## config.mk

```make
export PLATFORM = sky130hd
export DESIGN_NAME = idl_front
export DESIGN_NICKNAME = d
export VERILOG_FILES = /design/src/hdl/idl_pkg.sv /design/src/hdl/idl_front.sv
export SDC_FILE = /design/constraint.sdc
export NUM_CORES = 1
export LEC_CHECK = 0
export BUFFER_PORTS_ARGS = -buffer_cell sky130_fd_sc_hd__buf_2
export CAP_MARGIN = 10
export CORE_MARGIN = 2
export CORE_UTILIZATION = 35
export DETAILED_ROUTE_END_ITERATION = 10
export MAX_ROUTING_LAYER = met4
export SYNTH_ARGS = -nofsm -noshare
export SYNTH_HDL_FRONTEND = slang
export SYNTH_SLANG_ARGS = --single-unit
export TNS_END_PERCENT = 100
```

## constraint.sdc

```tcl
create_clock -name clock -period 3.8 [get_ports clock]
set_input_delay 0.76 -clock clock [delete_from_list [all_inputs] [get_ports clock]]
set_output_delay 0.76 -clock clock [all_outputs]
set_load 0.01 [all_outputs]
```

## src/hdl/idl_pkg.sv

```systemverilog
// Shared constants, types and codes for the int8 dense layer.
package idl_pkg;

   localparam int MAX_INPUTS  = 256;
   localparam int MAX_OUTPUTS = 32;
   localparam int MAC_LANES   = 8;

   localparam int FUNC_W    = 2;
   localparam int ROW_W     = 5;
   localparam int COL_W     = 8;
   localparam int VAL_W     = 8;
   localparam int NEURON_W  = 5;
   localparam int RES_W     = 16;
   localparam int AIN_W     = 9;
   localparam int AOUT_W    = 6;
   localparam int CSR_W     = 9;
   localparam int CSR_IDX_W = 1;

   localparam int OUT_AW     = (MAX_OUTPUTS > 1) ? $clog2(MAX_OUTPUTS) : 1;
   localparam int IN_AW      = $clog2(MAX_INPUTS);
   localparam int N_GRP      = MAX_INPUTS / MAC_LANES;
   localparam int GRP_AW     = (N_GRP > 1) ? $clog2(N_GRP) : 1;
   localparam int WMEM_DEPTH = MAX_OUTPUTS * N_GRP;
   localparam int WMEM_AW    = OUT_AW + GRP_AW;
   localparam int ROWC_W     = $clog2(MAX_OUTPUTS + 1);
   localparam int GRPC_W     = $clog2(N_GRP + 1);
   localparam int NIN_W      = $clog2(MAX_INPUTS + 1);

   localparam int CQ_DEPTH = 4;
   localparam int CQ_AW    = $clog2(CQ_DEPTH);
   localparam int CQ_CW    = $clog2(CQ_DEPTH + 1);
   localparam int OQ_DEPTH = 4;
   localparam int OQ_AW    = $clog2(OQ_DEPTH);
   localparam int OQ_CW    = $clog2(OQ_DEPTH + 1);

   localparam logic [CSR_IDX_W-1:0] CSR_ACTIVE_INPUTS  = 1'b0;
   localparam logic [CSR_IDX_W-1:0] CSR_ACTIVE_OUTPUTS = 1'b1;

   localparam logic [AIN_W-1:0]  AIN_RESET  = AIN_W'(256);
   localparam logic [AOUT_W-1:0] AOUT_RESET = AOUT_W'(32);

   typedef enum logic [FUNC_W-1:0] {
      FUNC_WEIGHT = 2'd0,
      FUNC_BIAS   = 2'd1,
      FUNC_ACT    = 2'd2,
      FUNC_NONE   = 2'd3
   } func_type;

   typedef enum logic {
      BK_IDLE = 1'b0,
      BK_RUN  = 1'b1
   } bk_state_type;

   typedef struct packed {
      logic              wr_weight;
      logic              wr_bias;
      logic              wr_act;
      logic              start;
      logic [OUT_AW-1:0] row;
      logic [IN_AW-1:0]  col;
      logic [VAL_W-1:0]  value;
   } cmd_type;

   typedef struct packed {
      logic                 valid;
      logic                 first;
      logic                 last_grp;
      logic                 last_row;
      logic [OUT_AW-1:0]    row;
      logic [MAC_LANES-1:0] mask;
   } mac_ctl_type;

   typedef struct packed {
      logic [NEURON_W-1:0] neuron;
      logic [RES_W-1:0]    value;
      logic                last;
   } rsp_type;

endpackage

```

## src/hdl/idl_front.sv

```systemverilog
// Front end: accepts request words, decodes them and queues commands for the back end.
module idl_front import idl_pkg::*; (
   input  logic                    clock,
   input  logic                    reset,
   input  logic                    req_valid,
   output logic                    req_stall,
   input  logic [FUNC_W-1:0]       req_func,
   input  logic [ROW_W-1:0]        req_row,
   input  logic [COL_W-1:0]        req_col,
   input  logic signed [VAL_W-1:0] req_value,
   input  logic                    req_last,
   output logic                    cmd_valid,
   output cmd_type                 cmd,
   input  logic                    cmd_pop
);

   cmd_type          cq_ff [CQ_DEPTH];
   logic [CQ_AW-1:0] wptr_ff, wptr_in;
   logic [CQ_AW-1:0] rptr_ff, rptr_in;
   logic [CQ_CW-1:0] cnt_ff, cnt_in;
   cmd_type          cmd_in;
   logic             row_ok;
   logic             col_ok;
   logic             useful;
   logic             push;

   always_comb begin
      row_ok = int'(req_row) < MAX_OUTPUTS;
      col_ok = int'(req_col) < MAX_INPUTS;
      cmd_in = '0;
      cmd_in.row   = OUT_AW'(req_row);
      cmd_in.col   = IN_AW'(req_col);
      cmd_in.value = req_value;
      case (func_type'(req_func))
         FUNC_WEIGHT: begin
            cmd_in.wr_weight = row_ok && col_ok;
         end
         FUNC_BIAS: begin
            cmd_in.wr_bias = row_ok;
         end
         FUNC_ACT: begin
            cmd_in.wr_act = col_ok;
            cmd_in.start  = req_last;
         end
         default: begin
            cmd_in.wr_weight = 1'b0;
         end
      endcase
      useful = cmd_in.wr_weight || cmd_in.wr_bias || cmd_in.wr_act || cmd_in.start;
   end

   assign req_stall = (cnt_ff == CQ_CW'(CQ_DEPTH));
   assign push      = req_valid && !req_stall && useful;
   assign cmd_valid = (cnt_ff != '0);
   assign cmd       = cq_ff[rptr_ff];

   always_comb begin
      wptr_in = push ? wptr_ff + 1'b1 : wptr_ff;
      rptr_in = cmd_pop ? rptr_ff + 1'b1 : rptr_ff;
      cnt_in  = cnt_ff + CQ_CW'(push) - CQ_CW'(cmd_pop);
   end

   always_ff @(posedge clock) begin
      if (push) begin
         cq_ff[wptr_ff] <= cmd_in;
      end
   end

   always_ff @(posedge clock) begin
      if (reset) begin
         wptr_ff <= '0;
         rptr_ff <= '0;
         cnt_ff  <= '0;
      end else begin
         wptr_ff <= wptr_in;
         rptr_ff <= rptr_in;
         cnt_ff  <= cnt_in;
      end
   end

endmodule

```

==> out/metrics.cfg <==
[sta]
max_slew_margin_pct = 52.1
skew_ps = 9.34
fin_tns_setup_ps = 0
tightest_slew_ps = 719
hold_violations = 0
setup_viol = 0
grt_setup_unrepaired = false
max_freq_mhz = 370
slew_violations = 0
finalCriticalPeriod_ps = 2700
finalCritPeriodShare_pct = 71.1

[critical_path]
r2r_cells = 11
start_kind = flop
cp-end-kind = output port
critical_path.max_fanout = 13
crit_slowest_cell = dfxtp_2
cp_slowest_stage_delay_ps = 620
worstPathRequired_ps = 3040
worstPathCellList = buf_4 > mux4_2 > buf_2
arrival_ps = 1940
worstSetupPathType = flop to output port

[power_and_ir_drop]
p_switching_w = 0.000625
p_leak_nw = 1.63
internal-power_w = 0.00204
pwr-share-clk_pct = 30.8
netSwitchingFraction_pct = 23.5
p_seq_share_pct = 55.0
ir_drop_v = 0.000246
power_frac_comb_pct = 14.2
p_per_area_nw_per_um2 = 553

[layout]
post-route-cell-area_sq_um = 4810
nets = 279
drive_gt1_share_pct = 42.3
finish.utilization_pct = 41.9
area_growth_pct = 15.9
diodes = 0

[clock_tree]
cts_made_buffers = 9
clockRootBuffer = clkbuf_16
htree_levels = 3
hold_buffers = 0
clkLatencyLatePin_ps = 330
cts.clk_slew.worst_paths_ps = 70
cts_resized = 0
cts_tree = done
cts_num_sinks = 109
post_cts_buffers = 0
clk_path_buf_depth = 2

[synth]
synthCells = 183
synth_nets = 218
yosysSeqAreaShare_pct = 76.8
synth-seq-cells = 109
avgSynthCellArea_sq_um = 22.7
yosys_warnings = 0
synthDistinctLibCells = 25
syn_area_sq_um = 4150

[flow_run]
cap_violations = 0

[route]
remaining_drc_errors = 0
dr.pass1.iters = 6
ant_nets = 0
via_per_inst = 4.73
routed-via-count = 1849
wl_microns = 6830
avgRoutedWirePerCell_microns = 17.5
drtIter0Drc = 91

[status]
outcome = finished, final reports clean

[die]
start_util_pct = 36.1
die_w_microns = 113
die_h_microns = 113
ioPinCount = 55
core_sq_um = 11500
die_area_sq_um = 12700
rows = 39

[place]
gp_congestion = 0.667
io_buffer_count = 54
dp_hpwl_microns = 4170
dpl_cell_area_sq_um = 4550

[global_route]
grt_pass1_wl_microns = 10800
grt-ovfl-total = 0
grtUsageTotal_pct = 11.9
grt_max_degree = 26
antenna_found_initial = 0
grt_pass1_vias = 2004

[hold_path]
hp-class = flop to flop
hold_depth = 2

==> synthesized netlist by cell type (all sizes together) <==
library cell	n	area (sq um)
nor3b	1	18.8
buf	5	61.3
nor3	1	5.00
and2	6	43.8
xor2	2	17.5
edfxtp	100	3000
mux2	1	15.0
dfxtp	9	180
mux2i	1	10.0
xnor2	1	8.76
inv	6	22.5
nor2	8	30.0
ha	6	75.1
or3	1	7.51
nor2b	3	18.8
mux4	25	563
clkbuf	2	8.75
nand2b	2	12.5
a211oi	1	20.0
fa	1	20.0
nand2	1	3.75
==> final cells by class <==
| class | instances | area (sq um) |
|---|---|---|
| Clock buffer | 10 | 229 |
| Clock inverter | 5 | 28.8 |
| Fill cell | 1005 | 6660 |
| Inverter | 6 | 22.5 |
| Multi-Input combinational cell | 61 | 870 |
| Sequential cell | 109 | 3180 |
| Tap cell | 143 | 179 |
| Timing Repair Buffer | 57 | 293 |
==> worst paths after layout <==
kind	endpoint	slack, ps	startpoint
min	wptr_ff[1]	530	wptr_ff[1]
max reg2reg	cnt_ff[2]	1370	cnt_ff[1]
max	cmd[10]	1100	flop
min reg2reg	wptr_ff[1]	530	wptr_ff[1]
==> worst max-delay path: cells and delay by family (launching register included) <==
family   cells  cell delay (ps)
buf+inv      2              450
flops        1              620
mux          1              540
==> stage by stage <==
stage	hold WS, ps	power (W)	setup WS [ps]	std cells
final	525	0.00266	1100	391
after global routing	577	0.00278	945	391
after CTS	529	0.00270	995	391
after detailed placement	519	0.00188	1010	376
after global placement	503	0.00187	1090	376
after floorplan	482	0.00174	1300	183
==> state kept, by name, summed over array words and instances (netlist names), named ones only <==
| register | flops |
|---|---|
| cq_ff | 100 |
| cnt_ff | 3 |
| rptr_ff | 2 |
| wptr_ff | 2 |
==> power groups by stage <==
stage | Sequential [W] | Combinational [W] | Clock (W)
final | 0.00146 | 0.000378 | 0.000819
after global routing | 0.00147 | 0.000419 | 0.000886
after CTS | 0.00146 | 0.000392 | 0.000843
after detailed placement | 0.00149 | 0.000391 | 0
after global placement | 0.00148 | 0.000385 | 0
after floorplan | 0.00147 | 0.000266 | 0
==> routing by layer <==
layer  vias to the layer above  share of wire (%)  global-route usage, %
met4                         0                1.1                   3.90
li1                        854                  -                      -
met5                         -                  0                      -
met2                        47                 50                   19.0
met1                       940                 45                   15.0
met3                         8                3.9                   2.79
==> cell usage in the layout (no fill, tap or decap), types with 2 or more instances in the layout <==
cell type   instances
nand2b_1            2
clkbuf_16           9
nor2_1              8
mux4_2             25
xor2_1              2
buf_2              54
inv_1               6
clkinvlp_4          2
edfxtp_1          100
ha_1                6
nor2b_1             3
clkinv_2            2
and2_2              5
buf_4               3
dfxtp_1             8
==> cell families after synthesis <==
group           synth area share, %
flops                          76.8
mux                            14.2
xor+xnor                      0.634
fa+ha+maj                      2.29
simple gates                   3.38
compound gates                0.483
buf+inv                        2.23
No activity file was read; power rests on OpenSTA's default activity.
