**src/hdl/idl_pkg.sv**
```systemverilog
// Shared constants, types and codes for the int8 dense layer.
package idl_pkg;

   localparam int MAX_INPUTS  = 256;
   localparam int MAX_OUTPUTS = 32;
   localparam int MAC_LANES   = 8;

   localparam int FUNC_W    = 2;
   localparam int ROW_W     = 5;
   localparam int COL_W     = 8;
   localparam int VAL_W     = 8;
   localparam int NEURON_W  = 5;
   localparam int RES_W     = 16;
   localparam int AIN_W     = 9;
   localparam int AOUT_W    = 6;
   localparam int CSR_W     = 9;
   localparam int CSR_IDX_W = 1;

   localparam int OUT_AW     = (MAX_OUTPUTS > 1) ? $clog2(MAX_OUTPUTS) : 1;
   localparam int IN_AW      = $clog2(MAX_INPUTS);
   localparam int N_GRP      = MAX_INPUTS / MAC_LANES;
   localparam int GRP_AW     = (N_GRP > 1) ? $clog2(N_GRP) : 1;
   localparam int WMEM_DEPTH = MAX_OUTPUTS * N_GRP;
   localparam int WMEM_AW    = OUT_AW + GRP_AW;
   localparam int ROWC_W     = $clog2(MAX_OUTPUTS + 1);
   localparam int GRPC_W     = $clog2(N_GRP + 1);
   localparam int NIN_W      = $clog2(MAX_INPUTS + 1);

   localparam int CQ_DEPTH = 4;
   localparam int CQ_AW    = $clog2(CQ_DEPTH);
   localparam int CQ_CW    = $clog2(CQ_DEPTH + 1);
   localparam int OQ_DEPTH = 4;
   localparam int OQ_AW    = $clog2(OQ_DEPTH);
   localparam int OQ_CW    = $clog2(OQ_DEPTH + 1);

   localparam logic [CSR_IDX_W-1:0] CSR_ACTIVE_INPUTS  = 1'b0;
   localparam logic [CSR_IDX_W-1:0] CSR_ACTIVE_OUTPUTS = 1'b1;

   localparam logic [AIN_W-1:0]  AIN_RESET  = AIN_W'(256);
   localparam logic [AOUT_W-1:0] AOUT_RESET = AOUT_W'(32);

   typedef enum logic [FUNC_W-1:0] {
      FUNC_WEIGHT = 2'd0,
      FUNC_BIAS   = 2'd1,
      FUNC_ACT    = 2'd2,
      FUNC_NONE   = 2'd3
   } func_type;

   typedef enum logic {
      BK_IDLE = 1'b0,
      BK_RUN  = 1'b1
   } bk_state_type;

   typedef struct packed {
      logic              wr_weight;
      logic              wr_bias;
      logic              wr_act;
      logic              start;
      logic [OUT_AW-1:0] row;
      logic [IN_AW-1:0]  col;
      logic [VAL_W-1:0]  value;
   } cmd_type;

   typedef struct packed {
      logic                 valid;
      logic                 first;
      logic                 last_grp;
      logic                 last_row;
      logic [OUT_AW-1:0]    row;
      logic [MAC_LANES-1:0] mask;
   } mac_ctl_type;

   typedef struct packed {
      logic [NEURON_W-1:0] neuron;
      logic [RES_W-1:0]    value;
      logic                last;
   } rsp_type;

endpackage

```
**src/hdl/idl_outq.sv**
```systemverilog
// Result queue that holds finished rows until the consumer takes them.
module idl_outq import idl_pkg::*; (
   input  logic    clock,
   input  logic    reset,
   input  logic    push,
   input  rsp_type push_data,
   output logic    rsp_valid,
   input  logic    rsp_stall,
   output rsp_type rsp_data,
   output logic    rsp_pop
);

   rsp_type          oq_ff [OQ_DEPTH];
   logic [OQ_AW-1:0] wptr_ff, wptr_in;
   logic [OQ_AW-1:0] rptr_ff, rptr_in;
   logic [OQ_CW-1:0] cnt_ff, cnt_in;

   assign rsp_valid = (cnt_ff != '0);
   assign rsp_data  = oq_ff[rptr_ff];
   assign rsp_pop   = rsp_valid && !rsp_stall;

   always_comb begin
      wptr_in = push ? wptr_ff + 1'b1 : wptr_ff;
      rptr_in = rsp_pop ? rptr_ff + 1'b1 : rptr_ff;
      cnt_in  = cnt_ff + OQ_CW'(push) - OQ_CW'(rsp_pop);
   end

   always_ff @(posedge clock) begin
      if (push) begin
         oq_ff[wptr_ff] <= push_data;
      end
   end

   always_ff @(posedge clock) begin
      if (reset) begin
         wptr_ff <= '0;
         rptr_ff <= '0;
         cnt_ff  <= '0;
      end else begin
         wptr_ff <= wptr_in;
         rptr_ff <= rptr_in;
         cnt_ff  <= cnt_in;
      end
   end

endmodule

```
**config.mk**
```make
export PLATFORM = sky130hd
export DESIGN_NAME = idl_outq
export DESIGN_NICKNAME = d
export VERILOG_FILES = /design/src/hdl/idl_pkg.sv /design/src/hdl/idl_outq.sv
export SDC_FILE = /design/constraint.sdc
export NUM_CORES = 1
export LEC_CHECK = 0
export ABC_CLOCK_PERIOD_IN_PS = 2400
export BUFFER_PORTS_ARGS = -buffer_cell sky130_fd_sc_hd__buf_4
export CAP_MARGIN = 5
export CORE_ASPECT_RATIO = 0.75
export CORE_MARGIN = 4
export CORE_UTILIZATION = 40
export DETAILED_ROUTE_END_ITERATION = 7
export PLACE_DENSITY = 0.61
export SLEW_MARGIN = 20
export SYNTH_ARGS = -nofsm -noshare
export SYNTH_HDL_FRONTEND = slang
export SYNTH_SLANG_ARGS = --single-unit
```
**constraint.sdc**
```tcl
create_clock -name clock -period 2.4 [get_ports clock]
set_input_delay 0.12 -clock clock [delete_from_list [all_inputs] [get_ports clock]]
set_output_delay 0.12 -clock clock [all_outputs]
set_load 0.01 [all_outputs]
```
==> load_flow_metrics.sql, run 1 <==
INSERT INTO impl_metrics (metric_group, metric, value, unit) VALUES
('power_and_ir_drop', 'leakage', '1.69', 'nW'),
('synthesis', 'warnings_synthesis', '0', ''),
('timing', 'totalNegativeSetupSlack', '0', 'ps'),
('placement', 'place.detailed.hpwl', '3970', 'µm'),
('cts', 'cts_made_buffers', '9', ''),
('cts', 'clock_tree.htree_level_count', '3', ''),
('detailed_routing', 'detail_route.drc_violations', '0', ''),
('synthesis', 'synth-edff-count', '88', ''),
('die', 'core_region_area', '0.00864', 'mm²'),
('timing', 'finClkSkew', '5.06', 'ps'),
('placement', 'placed_cells', '321', ''),
('cells_and_area', 'stdcell_area', '0.00477', 'mm²'),
('detailed_routing', 'firstDrtPassIters', '4', ''),
('critical_path', 'start_kind', 'register', ''),
('critical_path', 'rr_startpoint', 'cnt_ff[1]$_SDFF_PP0_', ''),
('placement', 'placed_cell_area', '0.00420', 'mm²'),
('synthesis', 'synth_compound_gate_area_share', '0.413', '%'),
('timing', 'final-max-slew-violation-count', '0', ''),
('detailed_routing', 'vias_per_cell', '4.88', ''),
('critical_path', 'arrival', '2320', 'ps'),
('placement', 'buffer_ports.inserted', '49', ''),
('synthesis', 'yosysUniqueCellTypes', '21', ''),
('cells_and_area', 'antenna_cells', '0', ''),
('synthesis', 'mappedNetlistArea', '0.00363', 'mm²'),
('hold_path', 'hold_end', 'wptr_ff[0]$_SDFFE_PP0P_', ''),
('cells_and_area', 'fin_util', '55.2', '%'),
('placement', 'preCtsSetupSlack', '293', 'ps'),
('cells_and_area', 'synthToLayoutAreaGrowth', '31.3', '%'),
('die', 'ios', '50', ''),
('timing', 'min_period', '2090', 'ps'),
('global_route', 'grt_pass1_vias', '1859', ''),
('timing', 'min_period_over_period', '87.0', '%'),
('critical_path', 'worst_setup_path_startpoint', 'cnt_ff[1]$_SDFF_PP0_', ''),
('cts', 'clockBufferDepth', '2', ''),
('die', 'start_util', '42.1', '%'),
('critical_path', 'worstSetupEndpointType', 'register', ''),
('run_status', 'run_status', 'finished clean', ''),
('global_route', 'grt_max_degree', '18', ''),
('detailed_routing', 'vias', '1753', ''),
('global_route', 'global_route.overflow_total', '0', ''),
('detailed_routing', 'detailroute.wirelength.met2', '3030', 'µm'),
('cts', 'insertion_delay', '330', 'ps'),
('power_and_ir_drop', 'irDropWorstVdd', '0.000511', 'V'),
('hold_path', 'holdCritStartpoint', 'reset', ''),
('die', 'die-area', '0.0107', 'mm²'),
('hold_path', 'hold-path-cell-count', '2', ''),
('critical_path', 'critical_path_class', 'register to register', ''),
('cts', 'clk_pin_slew', '70', 'ps'),
('critical_path', 'worstPathRequired', '2630', 'ps'),
('timing', 'tightest_slew', '560', 'ps'),
('die', 'num_rows', '29', ''),
('global_route', 'grt_pass1_wl', '9980', 'µm'),
('cts', 'tritoncts', 'yes', ''),
('timing', 'slew_headroom', '62.6', '%'),
('power_and_ir_drop', 'cellPowerDensity', '945', 'mW/mm²'),
('flow_run', 'max_cap_viol_count', '0', ''),
('cells_and_area', 'drive_above_1_share', '38.2', '%'),
('timing', 'worst_hold_slack', '18.5', 'ps'),
('critical_path', 'critical_path.max_fanout', '5', ''),
('detailed_routing', 'drt_iter0_drc', '93', ''),
('synthesis', 'ys_seq_area_share', '77.7', '%'),
('synthesis', 'synth_flop_cell', 'edfxtp_1', ''),
('die', 'y_dimension_of_the_die', '90.5', 'µm'),
('cells_and_area', 'layout.nets', '279', ''),
('detailed_routing', 'met3_wl_post_dr', '349', 'µm'),
('synthesis', 'post_synth_fa_ha_maj_area_fraction', '2.62', '%'),
('die', 'die_width', '118', 'µm'),
('synthesis', 'synth_simple_gate_area_share', '2.38', '%'),
('detailed_routing', 'ant_nets', '0', ''),
('detailed_routing', 'wl', '6080', 'µm'),
('cells_and_area', 'multi_input_combinational_cell_area', '747', 'µm²');
-- kinds of logic (layout without fill, tap and decap cells) --
family / Yosys count / count (layout)
multiplexers: 24 / 24
AO/OA/AOI/OAI: 3 / 3
XOR/XNOR: 3 / 3
AND/OR/NAND/NOR: 15 / 15
buffers and inverters: 12 / 102
flip-flops: 97 / 97
adder cells (fa/ha/maj): 7 / 7
-- sequential cells by signal, indices dropped and copies added, names as in the netlist, named ones only --
name,flops
rptr_ff,2
oq_ff,88
wptr_ff,2
cnt_ff,3
-- critical path, cell delays in order (launching register included) --
cell and delay (ps):
dfxtp_1 340, nor3_2 280, nor2_1 110, ha_1 290, inv_1 40, ha_1 180, fa_1 380, xnor2_1 170
xnor2_1 130, nor2_1 50
-- routing by layer --
layer	up-vias	track usage (%)
met5	-	0
met4	0	4.10
met3	4	4.82
met2	48	19.7
met1	880	15.4
li1	821	-
-- Yosys cell counts, types with 3 or more instances --
cell / count / area (µm²)
edfxtp_1: 88 / 2640
mux4_2: 20 / 450
dfxtp_1: 9 / 180
inv_1: 7 / 26.3
ha_1: 6 / 75.1
nor2_1: 5 / 18.8
and2_1: 4 / 25.0
nor2b_1: 3 / 18.8
xnor2_1: 3 / 26.3
-- power breakdown --
group	total [mW]	leakage, nW	switching [mW]	internal, mW
logic	0.837	0.633	0.350	0.486
clock network	1.63	0.171	0.604	1.03
registers	2.03	0.883	0.0775	1.96
-- how the worst max path moves through the flow --
stage / end / slack, ps / depth (start not counted)
floorplan: cnt_ff[2]$_SDFF_PP0_ / 380 / 9
global placement: cnt_ff[2]$_SDFF_PP0_ / 370 / 9
detailed placement: cnt_ff[2]$_SDFF_PP0_ / 290 / 9
CTS: cnt_ff[2]$_SDFF_PP0_ / 280 / 9
global route: cnt_ff[2]$_SDFF_PP0_ / 80 / 9
finish: cnt_ff[2]$_SDFF_PP0_ / 310 / 9
-- placed cells by master, fill, tap and decap left out, drive strengths merged --
| cell type | instances |
|---|---|
| and2 | 4 |
| mux2i | 1 |
| nor3b | 1 |
| nor2 | 5 |
| a21oi | 2 |
| mux4 | 22 |
| clkinv | 2 |
| o21ai | 1 |
| xnor2 | 3 |
| dlygate4sd3 | 22 |
| dfxtp | 9 |
| buf | 57 |
| clkbuf | 9 |
| fa | 1 |
| mux2 | 1 |
| edfxtp | 88 |
| nor2b | 3 |
| or3 | 1 |
| ha | 6 |
| bufinv | 3 |
| inv | 9 |
| nor3 | 1 |
-- what timing repair did --
item,4_1_cts,5_1_grt
hold buffers,22,0
hold endpoints to repair,88,0
endpoints found under the setup margin,0,0
resized for setup,0,0
-- final cells by class --
cell class	count	share of cell area (%)
Clock inverter	7	2.62
Sequential cell	97	59.2
Clock buffer	9	4.72
Multi-Input combinational cell	52	15.7
Tap cell	108	2.83
Inverter	7	0.551
Timing Repair Buffer	79	14.4
(Power assumes the default switching activity.)
==> run 2: changes to the inputs <==
Settings changed: CELL_PAD_IN_SITES_DETAIL_PLACEMENT set to 1, CELL_PAD_IN_SITES_GLOBAL_PLACEMENT set to 1, CORE_MARGIN 4 to 3, PLACE_DENSITY 0.61 to not set, PLACE_DENSITY_LB_ADDON set to 0.1.
==> run 2 against run 1 <==
  * Critical path depth unchanged
  * Wire length grew 7.2%
  * Critical path type unchanged
  * Die area down 3.9%
==> load_flow_metrics.sql, run 2 (synthesis results as in run 1) <==
INSERT INTO impl_metrics (metric_group, metric, value, unit) VALUES
('run_status', 'run_status', 'finished clean', ''),
('placement', 'preCtsSetupSlack', '287', 'ps'),
('die', 'core_region_area', '0.00864', 'mm²'),
('die', 'num_rows', '29', ''),
('global_route', 'initial_antenna_violation_count', '0', ''),
('global_route', 'global_route.overflow_total', '0', ''),
('detailed_routing', 'detail_route.drc_violations', '0', ''),
('timing', 'totalNegativeSetupSlack', '0', 'ps'),
('timing', 'final-max-slew-violation-count', '0', ''),
('detailed_routing', 'vias_per_cell', '4.90', ''),
('power_and_ir_drop', 'leakage', '1.61', 'nW'),
('placement', 'buffer_ports.inserted', '49', ''),
('placement', 'gpl_congestion', '0.642', ''),
('global_route', 'grt_pass1_wl', '10300', 'µm'),
('cells_and_area', 'stdcell_area', '0.00462', 'mm²'),
('cts', 'count_of_instances_resized_after_the_clock_tree_is_built', '0', ''),
('timing', 'min_period', '2120', 'ps'),
('timing', 'min_period_over_period', '88.2', '%'),
('timing', 'setup_violations', '0', ''),
('detailed_routing', 'drt-wirelength-per-cell', '18.4', 'µm'),
('detailed_routing', 'firstDrtPassIters', '4', ''),
('global_route', 'grt_max_degree', '23', ''),
('cells_and_area', 'fillers', '788', ''),
('timing', 'max_freq', '473', 'MHz'),
('cts', 'cts_setup_buffers', '0', ''),
('cells_and_area', 'multi_input_combinational_cell_area', '751', 'µm²'),
('cts', 'cts_sinks', '97', ''),
('timing', 'slew_headroom', '57.7', '%'),
('critical_path', 'critical_path.max_fanout', '5', ''),
('global_route', 'grt_pass1_vias', '1951', ''),
('critical_path', 'r2r_slack', '280', 'ps'),
('detailed_routing', 'ant_nets', '0', ''),
('cts', 'ctsRootBufferMaster', 'clkbuf_16', ''),
('critical_path', 'worst_path_largest_cell_delay', '380', 'ps'),
('cts', 'clockBufferDepth', '2', ''),
('cts', 'clk_pin_slew', '60', 'ps'),
('cells_and_area', 'layout.cells.most_common_list', 'edfxtp_1, buf_4, dlygate4sd3_1', ''),
('critical_path', 'worstPathRequired', '2620', 'ps'),
('critical_path', 'critPathSlowestCell', 'fa_1', ''),
('die', 'ios', '50', ''),
('critical_path', 'critical_path.top_delay_family', 'adder cells', ''),
('timing', 'tightest_slew', '635', 'ps'),
('cts', 'clock_tree.htree_level_count', '3', ''),
('power_and_ir_drop', 'cellPowerDensity', '896', 'mW/mm²'),
('cells_and_area', 'antenna_cells', '0', ''),
('power_and_ir_drop', 'irDropWorstVdd', '0.000509', 'V'),
('cells_and_area', 'mostFrequentLayoutCell', 'edfxtp_1', ''),
('critical_path', 'critical_path_class', 'register to register', ''),
('timing', 'final_critical_path_setup_slack', '284', 'ps'),
('placement', 'place.detailed.hpwl', '4130', 'µm'),
('critical_path', 'critical_path.n_buffers_inverters', '1', ''),
('critical_path', 'worstSetupEndpointType', 'register', ''),
('cells_and_area', 'synthToLayoutAreaGrowth', '27.1', '%'),
('detailed_routing', 'wl', '6520', 'µm'),
('timing', 'finClkSkew', '7.36', 'ps'),
('cells_and_area', 'flip_flop_count_of_the_largest_register_all_copies_and_words_added', '88', ''),
('global_route', 'track_usage', '14.0', '%'),
('cells_and_area', 'largest-register', 'oq_ff', ''),
('cts', 'cts_made_buffers', '9', ''),
('cells_and_area', 'largest_registers', 'oq_ff (88), cnt_ff (3)', ''),
('hold_path', 'holdCritPathClass', 'input port to register', ''),
('cells_and_area', 'drive_above_1_share', '36.2', '%'),
('flow_run', 'max_cap_viol_count', '0', ''),
('critical_path', 'arrival', '2330', 'ps'),
('cells_and_area', 'area.sequential', '0.00282', 'mm²'),
('detailed_routing', 'drt_iter0_drc', '113', ''),
('detailed_routing', 'vias', '1735', ''),
('die', 'die_width', '116', 'µm'),
('cts', 'hold_buffers', '21', ''),
('timing', 'hold_viol_final', '0', ''),
('critical_path', 'start_kind', 'register', ''),
('die', 'die-area', '0.0103', 'mm²'),
('cells_and_area', 'layout.nets', '274', ''),
('timing', 'setup_repair_after_global_routing_missed_its_margin', 'false', ''),
('die', 'y_dimension_of_the_die', '88.5', 'µm'),
('cts', 'tritoncts', 'yes', ''),
('critical_path', 'timing.critical_path.cells', 'nor3_2 > nor2_1 > ha_1 > inv_1 > ha_1 > fa_1 > xnor2_1 > xnor2_1 > nor2_1', ''),
('cts', 'insertion_delay', '330', 'ps'),
('die', 'start_util', '42.1', '%'),
('placement', 'placed_cell_area', '0.00413', 'mm²'),
('power_and_ir_drop', 'power.total', '4.14', 'mW');
[run 2: cell types whose count changed in the layout (fill, tap and decap cells not counted), sizes merged]
cell,delta
buf,-5
bufinv,-3
clkbuf,+7
clkinv,-2
inv,-2
[run 2: area by class of cell]
class	count	area share [%]
clock buffer	16	5.88
multi-input combinational	52	16.3
inverter	7	0.569
tap	108	2.93
timing repair buffer	74	13.2
sequential	97	61.1
[run 2: metal layers]
layer | wire length [µm] | up-vias | GRT usage (%) | part of all wire, %
li1 | - | 803 | - | -
met1 | 2740 | 880 | 17.1 | 42
met2 | 3370 | 44 | 23.7 | 52
met3 | 331 | 8 | 5.19 | 5.1
met4 | 79 | 0 | 3.79 | 1.2
met5 | 0 | - | 0 | 0
[run 2: metrics by stage]
stage                     hold WS, ps  cells  util [%]
after floorplan                   219    161         -
after global placement            318    316      47.7
after detailed placement          326    316      47.8
after CTS                        4.24    353      53.4
after global routing             13.8    354      53.5
final                            24.2    354      53.5
[run 2: report_power, final]
part           internal, mW  switching (mW)
logic                 0.464           0.393
registers              1.96          0.0422
clock network         0.761           0.519
total                  3.18           0.954
[run 2: worst register-to-register path, delay by kind of cell, from the launching register on]
family	cells	cell delay, ps
adder cells (fa/ha/maj)	3	850
AND/OR/NAND/NOR	3	470
flip-flops	1	340
XOR/XNOR	2	310
buffers and inverters	1	40
[run 2: path summary, 6_finish.rpt]
path | to | start | cells past startpoint
worst min-delay path | register | reset | 2
worst max register to register | cnt_ff[2]$_SDFF_PP0_ | cnt_ff[1]$_SDFF_PP0_ | 9
worst max-delay path | cnt_ff[2]$_SDFF_PP0_ | cnt_ff[1]$_SDFF_PP0_ | 9
worst min register to register | register | rptr_ff[0]$_SDFFE_PP0P_ | 2
==> run 3: changes to the inputs <==
Settings changed: ABC_AREA set to 1.
==> run 3 against run 2 <==
  * Sequential share of layout area down 1.8 points
  * Clock skew down 3.4 ps
  * Die area is 3.2% higher
  * Critical path type is now register to output port
  * Register-to-register slack better by 340 ps
  * Total power is 7.8% higher
  * Hold slack improved by 92 ps
  * Final area rose by 3.0%
  * Maximum frequency grew 17%
  * Via count grew 34%
  * Global-route usage grew 1.4 points
  * Combinational power rose by 26%
==> load_flow_metrics.sql, run 3 <==
INSERT INTO impl_metrics (metric_group, metric, value, unit) VALUES
('run_status', 'run_status', 'finished clean', ''),
('critical_path', 'worstSetupEndpointType', 'output port', ''),
('cells_and_area', 'mostFrequentLayoutCell', 'edfxtp_1', ''),
('synthesis', 'yosysUniqueCellTypes', '17', ''),
('power_and_ir_drop', 'power_report.internal_total', '3.21', 'mW'),
('cts', 'count_of_instances_resized_after_the_clock_tree_is_built', '0', ''),
('synthesis', 'synth_top_cells_by_area', 'edfxtp_1, nor2_1, dfxtp_1', ''),
('die', 'start_util', '42.8', '%'),
('power_and_ir_drop', 'netSwitchingPower', '1.25', 'mW'),
('cells_and_area', 'multi_input_combinational_cell_area', '739', 'µm²'),
('synthesis', 'postSynthNetCount', '308', ''),
('timing', 'finClkSkew', '4.01', 'ps'),
('cells_and_area', 'flip_flop_count_of_the_largest_register_all_copies_and_words_added', '88', ''),
('cells_and_area', 'area.sequential', '0.00282', 'mm²'),
('timing', 'min_period', '1810', 'ps'),
('timing', 'totalNegativeSetupSlack', '0', 'ps'),
('synthesis', 'syn-instance-count', '275', ''),
('timing', 'max_freq', '552', 'MHz'),
('critical_path', 'critical_path.max_fanout', '44', ''),
('detailed_routing', 'ant_nets', '0', ''),
('synthesis', 'post-synth-top-count-cell', 'edfxtp_1', ''),
('global_route', 'grt_max_degree', '45', ''),
('critical_path', 'critical_path.top_delay_family', 'flip-flops', ''),
('detailed_routing', 'vias', '2317', ''),
('cells_and_area', 'largest-register', 'oq_ff', ''),
('hold_path', 'holdCritPathClass', 'input port to register', ''),
('detailed_routing', 'drt-wirelength-per-cell', '15.9', 'µm'),
('synthesis', 'synth_flop_cell', 'edfxtp_1', ''),
('global_route', 'grt_pass1_wl', '12500', 'µm'),
('global_route', 'track_usage', '15.4', '%'),
('global_route', 'global_route.overflow_total', '0', ''),
('cts', 'clockBufferDepth', '2', ''),
('synthesis', 'ys_seq_area_share', '75.2', '%'),
('critical_path', 'worst_path_largest_cell_delay', '610', 'ps'),
('placement', 'gpl_congestion', '0.697', ''),
('detailed_routing', 'firstDrtPassIters', '4', ''),
('power_and_ir_drop', 'cellPowerDensity', '938', 'mW/mm²'),
('timing', 'slew_headroom', '64.4', '%'),
('synthesis', 'leading_area_contributor_after_synthesis', 'edfxtp_1', ''),
('synthesis', 'async_set_or_reset_flop_fraction_in_the_synthesized_netlist', '0', '%'),
('critical_path', 'r2r_slack', '620', 'ps'),
('synthesis', 'mappedNetlistArea', '0.00375', 'mm²'),
('timing', 'hold_viol_final', '0', ''),
('timing', 'min_period_over_period', '75.5', '%'),
('cts', 'tritoncts', 'yes', ''),
('synthesis', 'synth-edff-count', '88', ''),
('critical_path', 'timing.critical_path.cells', 'inv_8 > o21ai_0 > o22ai_1 > buf_4', ''),
('cts', 'clk_pin_slew', '60', 'ps'),
('cells_and_area', 'synthToLayoutAreaGrowth', '26.7', '%'),
('placement', 'preCtsSetupSlack', '603', 'ps'),
('critical_path', 'arrival', '1690', 'ps'),
('die', 'ios', '50', ''),
('critical_path', 'critical_path.n_buffers_inverters', '2', ''),
('die', 'num_rows', '29', ''),
('detailed_routing', 'drt_iter0_drc', '97', ''),
('power_and_ir_drop', 'irDropWorstVdd', '0.000527', 'V'),
('die', 'core_region_area', '0.00878', 'mm²'),
('power_and_ir_drop', 'leakage', '1.77', 'nW'),
('power_and_ir_drop', 'p_seq_share', '45.3', '%'),
('cts', 'insertion_delay', '340', 'ps'),
('die', 'die-area', '0.0106', 'mm²'),
('power_and_ir_drop', 'comb_power_share', '24.3', '%'),
('timing', 'setup_repair_after_global_routing_missed_its_margin', 'false', ''),
('synthesis', 'yosys-top-cells-count', 'edfxtp_1, nor2_1, o21ai_0', ''),
('power_and_ir_drop', 'clockPowerShare', '30.4', '%'),
('cts', 'clock_tree.htree_level_count', '3', ''),
('cts', 'cts_made_buffers', '9', ''),
('synthesis', 'syn_avg_cell_area', '13.7', 'µm²'),
('cells_and_area', 'drive_above_1_share', '19.4', '%'),
('cells_and_area', 'antenna_cells', '0', ''),
('critical_path', 'worstPathRequired', '2280', 'ps'),
('placement', 'buffer_ports.inserted', '49', ''),
('die', 'die_width', '118', 'µm'),
('timing', 'tightest_slew', '534', 'ps'),
('timing', 'final-max-slew-violation-count', '0', ''),
('global_route', 'initial_antenna_violation_count', '0', ''),
('timing', 'worst_hold_slack', '116', 'ps'),
('timing', 'setup_violations', '0', ''),
('cts', 'cts_sinks', '97', ''),
('flow_run', 'max_cap_viol_count', '0', ''),
('detailed_routing', 'vias_per_cell', '4.83', ''),
('power_and_ir_drop', 'switching_share_of_total_power', '28.0', '%'),
('cts', 'ctsRootBufferMaster', 'clkbuf_16', ''),
('synthesis', 'warnings_synthesis', '0', ''),
('timing', 'final_critical_path_setup_slack', '588', 'ps'),
('synthesis', 'yosys.area.top_type_share', '70.4', '%'),
('cells_and_area', 'largest_registers', 'oq_ff (88), cnt_ff (3)', ''),
('critical_path', 'critPathSlowestCell', 'dfxtp_2', ''),
('global_route', 'grt_pass1_vias', '2409', ''),
('critical_path', 'critical_path_class', 'register to output port', ''),
('die', 'y_dimension_of_the_die', '89.9', 'µm'),
('placement', 'place.detailed.hpwl', '4720', 'µm'),
('cells_and_area', 'layout.cells.most_common_list', 'edfxtp_1, nor2_1, buf_4', ''),
('critical_path', 'start_kind', 'register', ''),
('cells_and_area', 'layout.nets', '384', ''),
('cells_and_area', 'fillers', '916', ''),
('detailed_routing', 'detail_route.drc_violations', '0', ''),
('synthesis', 'postSynthRegisterBits', '97', ''),
('cts', 'cts_setup_buffers', '0', ''),
('detailed_routing', 'wl', '7640', 'µm');
==> run 3: through the flow <==
step                      instances  area [µm²]  utilization (%)  power [mW]
after CTS                       480        4760             54.2        4.53
after global routing            480        4760             54.2        4.73
after detailed placement        441        4250             48.4        3.14
after global placement          441        4250             48.4        3.10
final                           480        4760             54.2        4.46
after floorplan                 275        3750                -        2.71
==> run 3: power by group through the flow <==
stage	clock [mW]	sequential [mW]	combinational, mW
final	1.36	2.02	1.08
after global routing	1.46	2.03	1.23
after CTS	1.40	2.02	1.11
after detailed placement	0	2.06	1.08
after global placement	0	2.06	1.04
after floorplan	0	2.01	0.693
==> run 3: timing repair <==
item / 4_1_cts / 5_1_grt
setup endpoints to repair: 0 / 0
endpoints found under the hold margin: 90 / 0
hold buffers: 23 / 0
==> run 3: worst paths after layout <==
path                           startpoint                       to  cells after the start
setup / recovery                 register              rsp_data[1]                      4
hold / removal                       push  wptr_ff[0]$_SDFFE_PP0P_                      3
setup reg to reg     cnt_ff[1]$_SDFF_PP0_     cnt_ff[1]$_SDFF_PP0_                      8
hold reg to reg   rptr_ff[0]$_SDFFE_PP0P_  rptr_ff[0]$_SDFFE_PP0P_                      2
==> run 3: cell families (layout without fill, tap and decap cells) <==
family | count (synthesis) | in the layout | synth area share, %
DFF | 97 | 97 | 75.2
adders and majority gates | 7 | 7 | 2.53
and+or+nand+nor | 65 | 65 | 6.56
buffers and inverters | 32 | 113 | 5.13
AOI/OAI and AO/OA | 74 | 74 | 10.6
==> run 3: worst reg2reg max path: stages (launching register included) <==
cell	delay, ps
dfxtp_1	320
nor2_1	170
a21oi_1	120
ha_1	290
inv_1	40
ha_1	180
fa_1	480
inv_1	40
nor2_1	90
==> run 3: cell type report <==
type / count / share of cell area, %
sequential: 97 / 59.4
multi-input combinational: 146 / 15.5
inverter: 19 / 1.66
clock buffer: 11 / 4.89
clock inverter: 5 / 0.973
tap: 124 / 3.26
timing repair buffer: 78 / 14.3
==> run 3: metal layers <==
layer / vias up / GRT usage, % / share of wire, %
li1: 1146 / - / -
met1: 1122 / 20.3 / 49
met2: 41 / 23.6 / 46
met3: 8 / 6.02 / 4.2
met4: 0 / 4.68 / 1.2
met5: - / 0 / 0
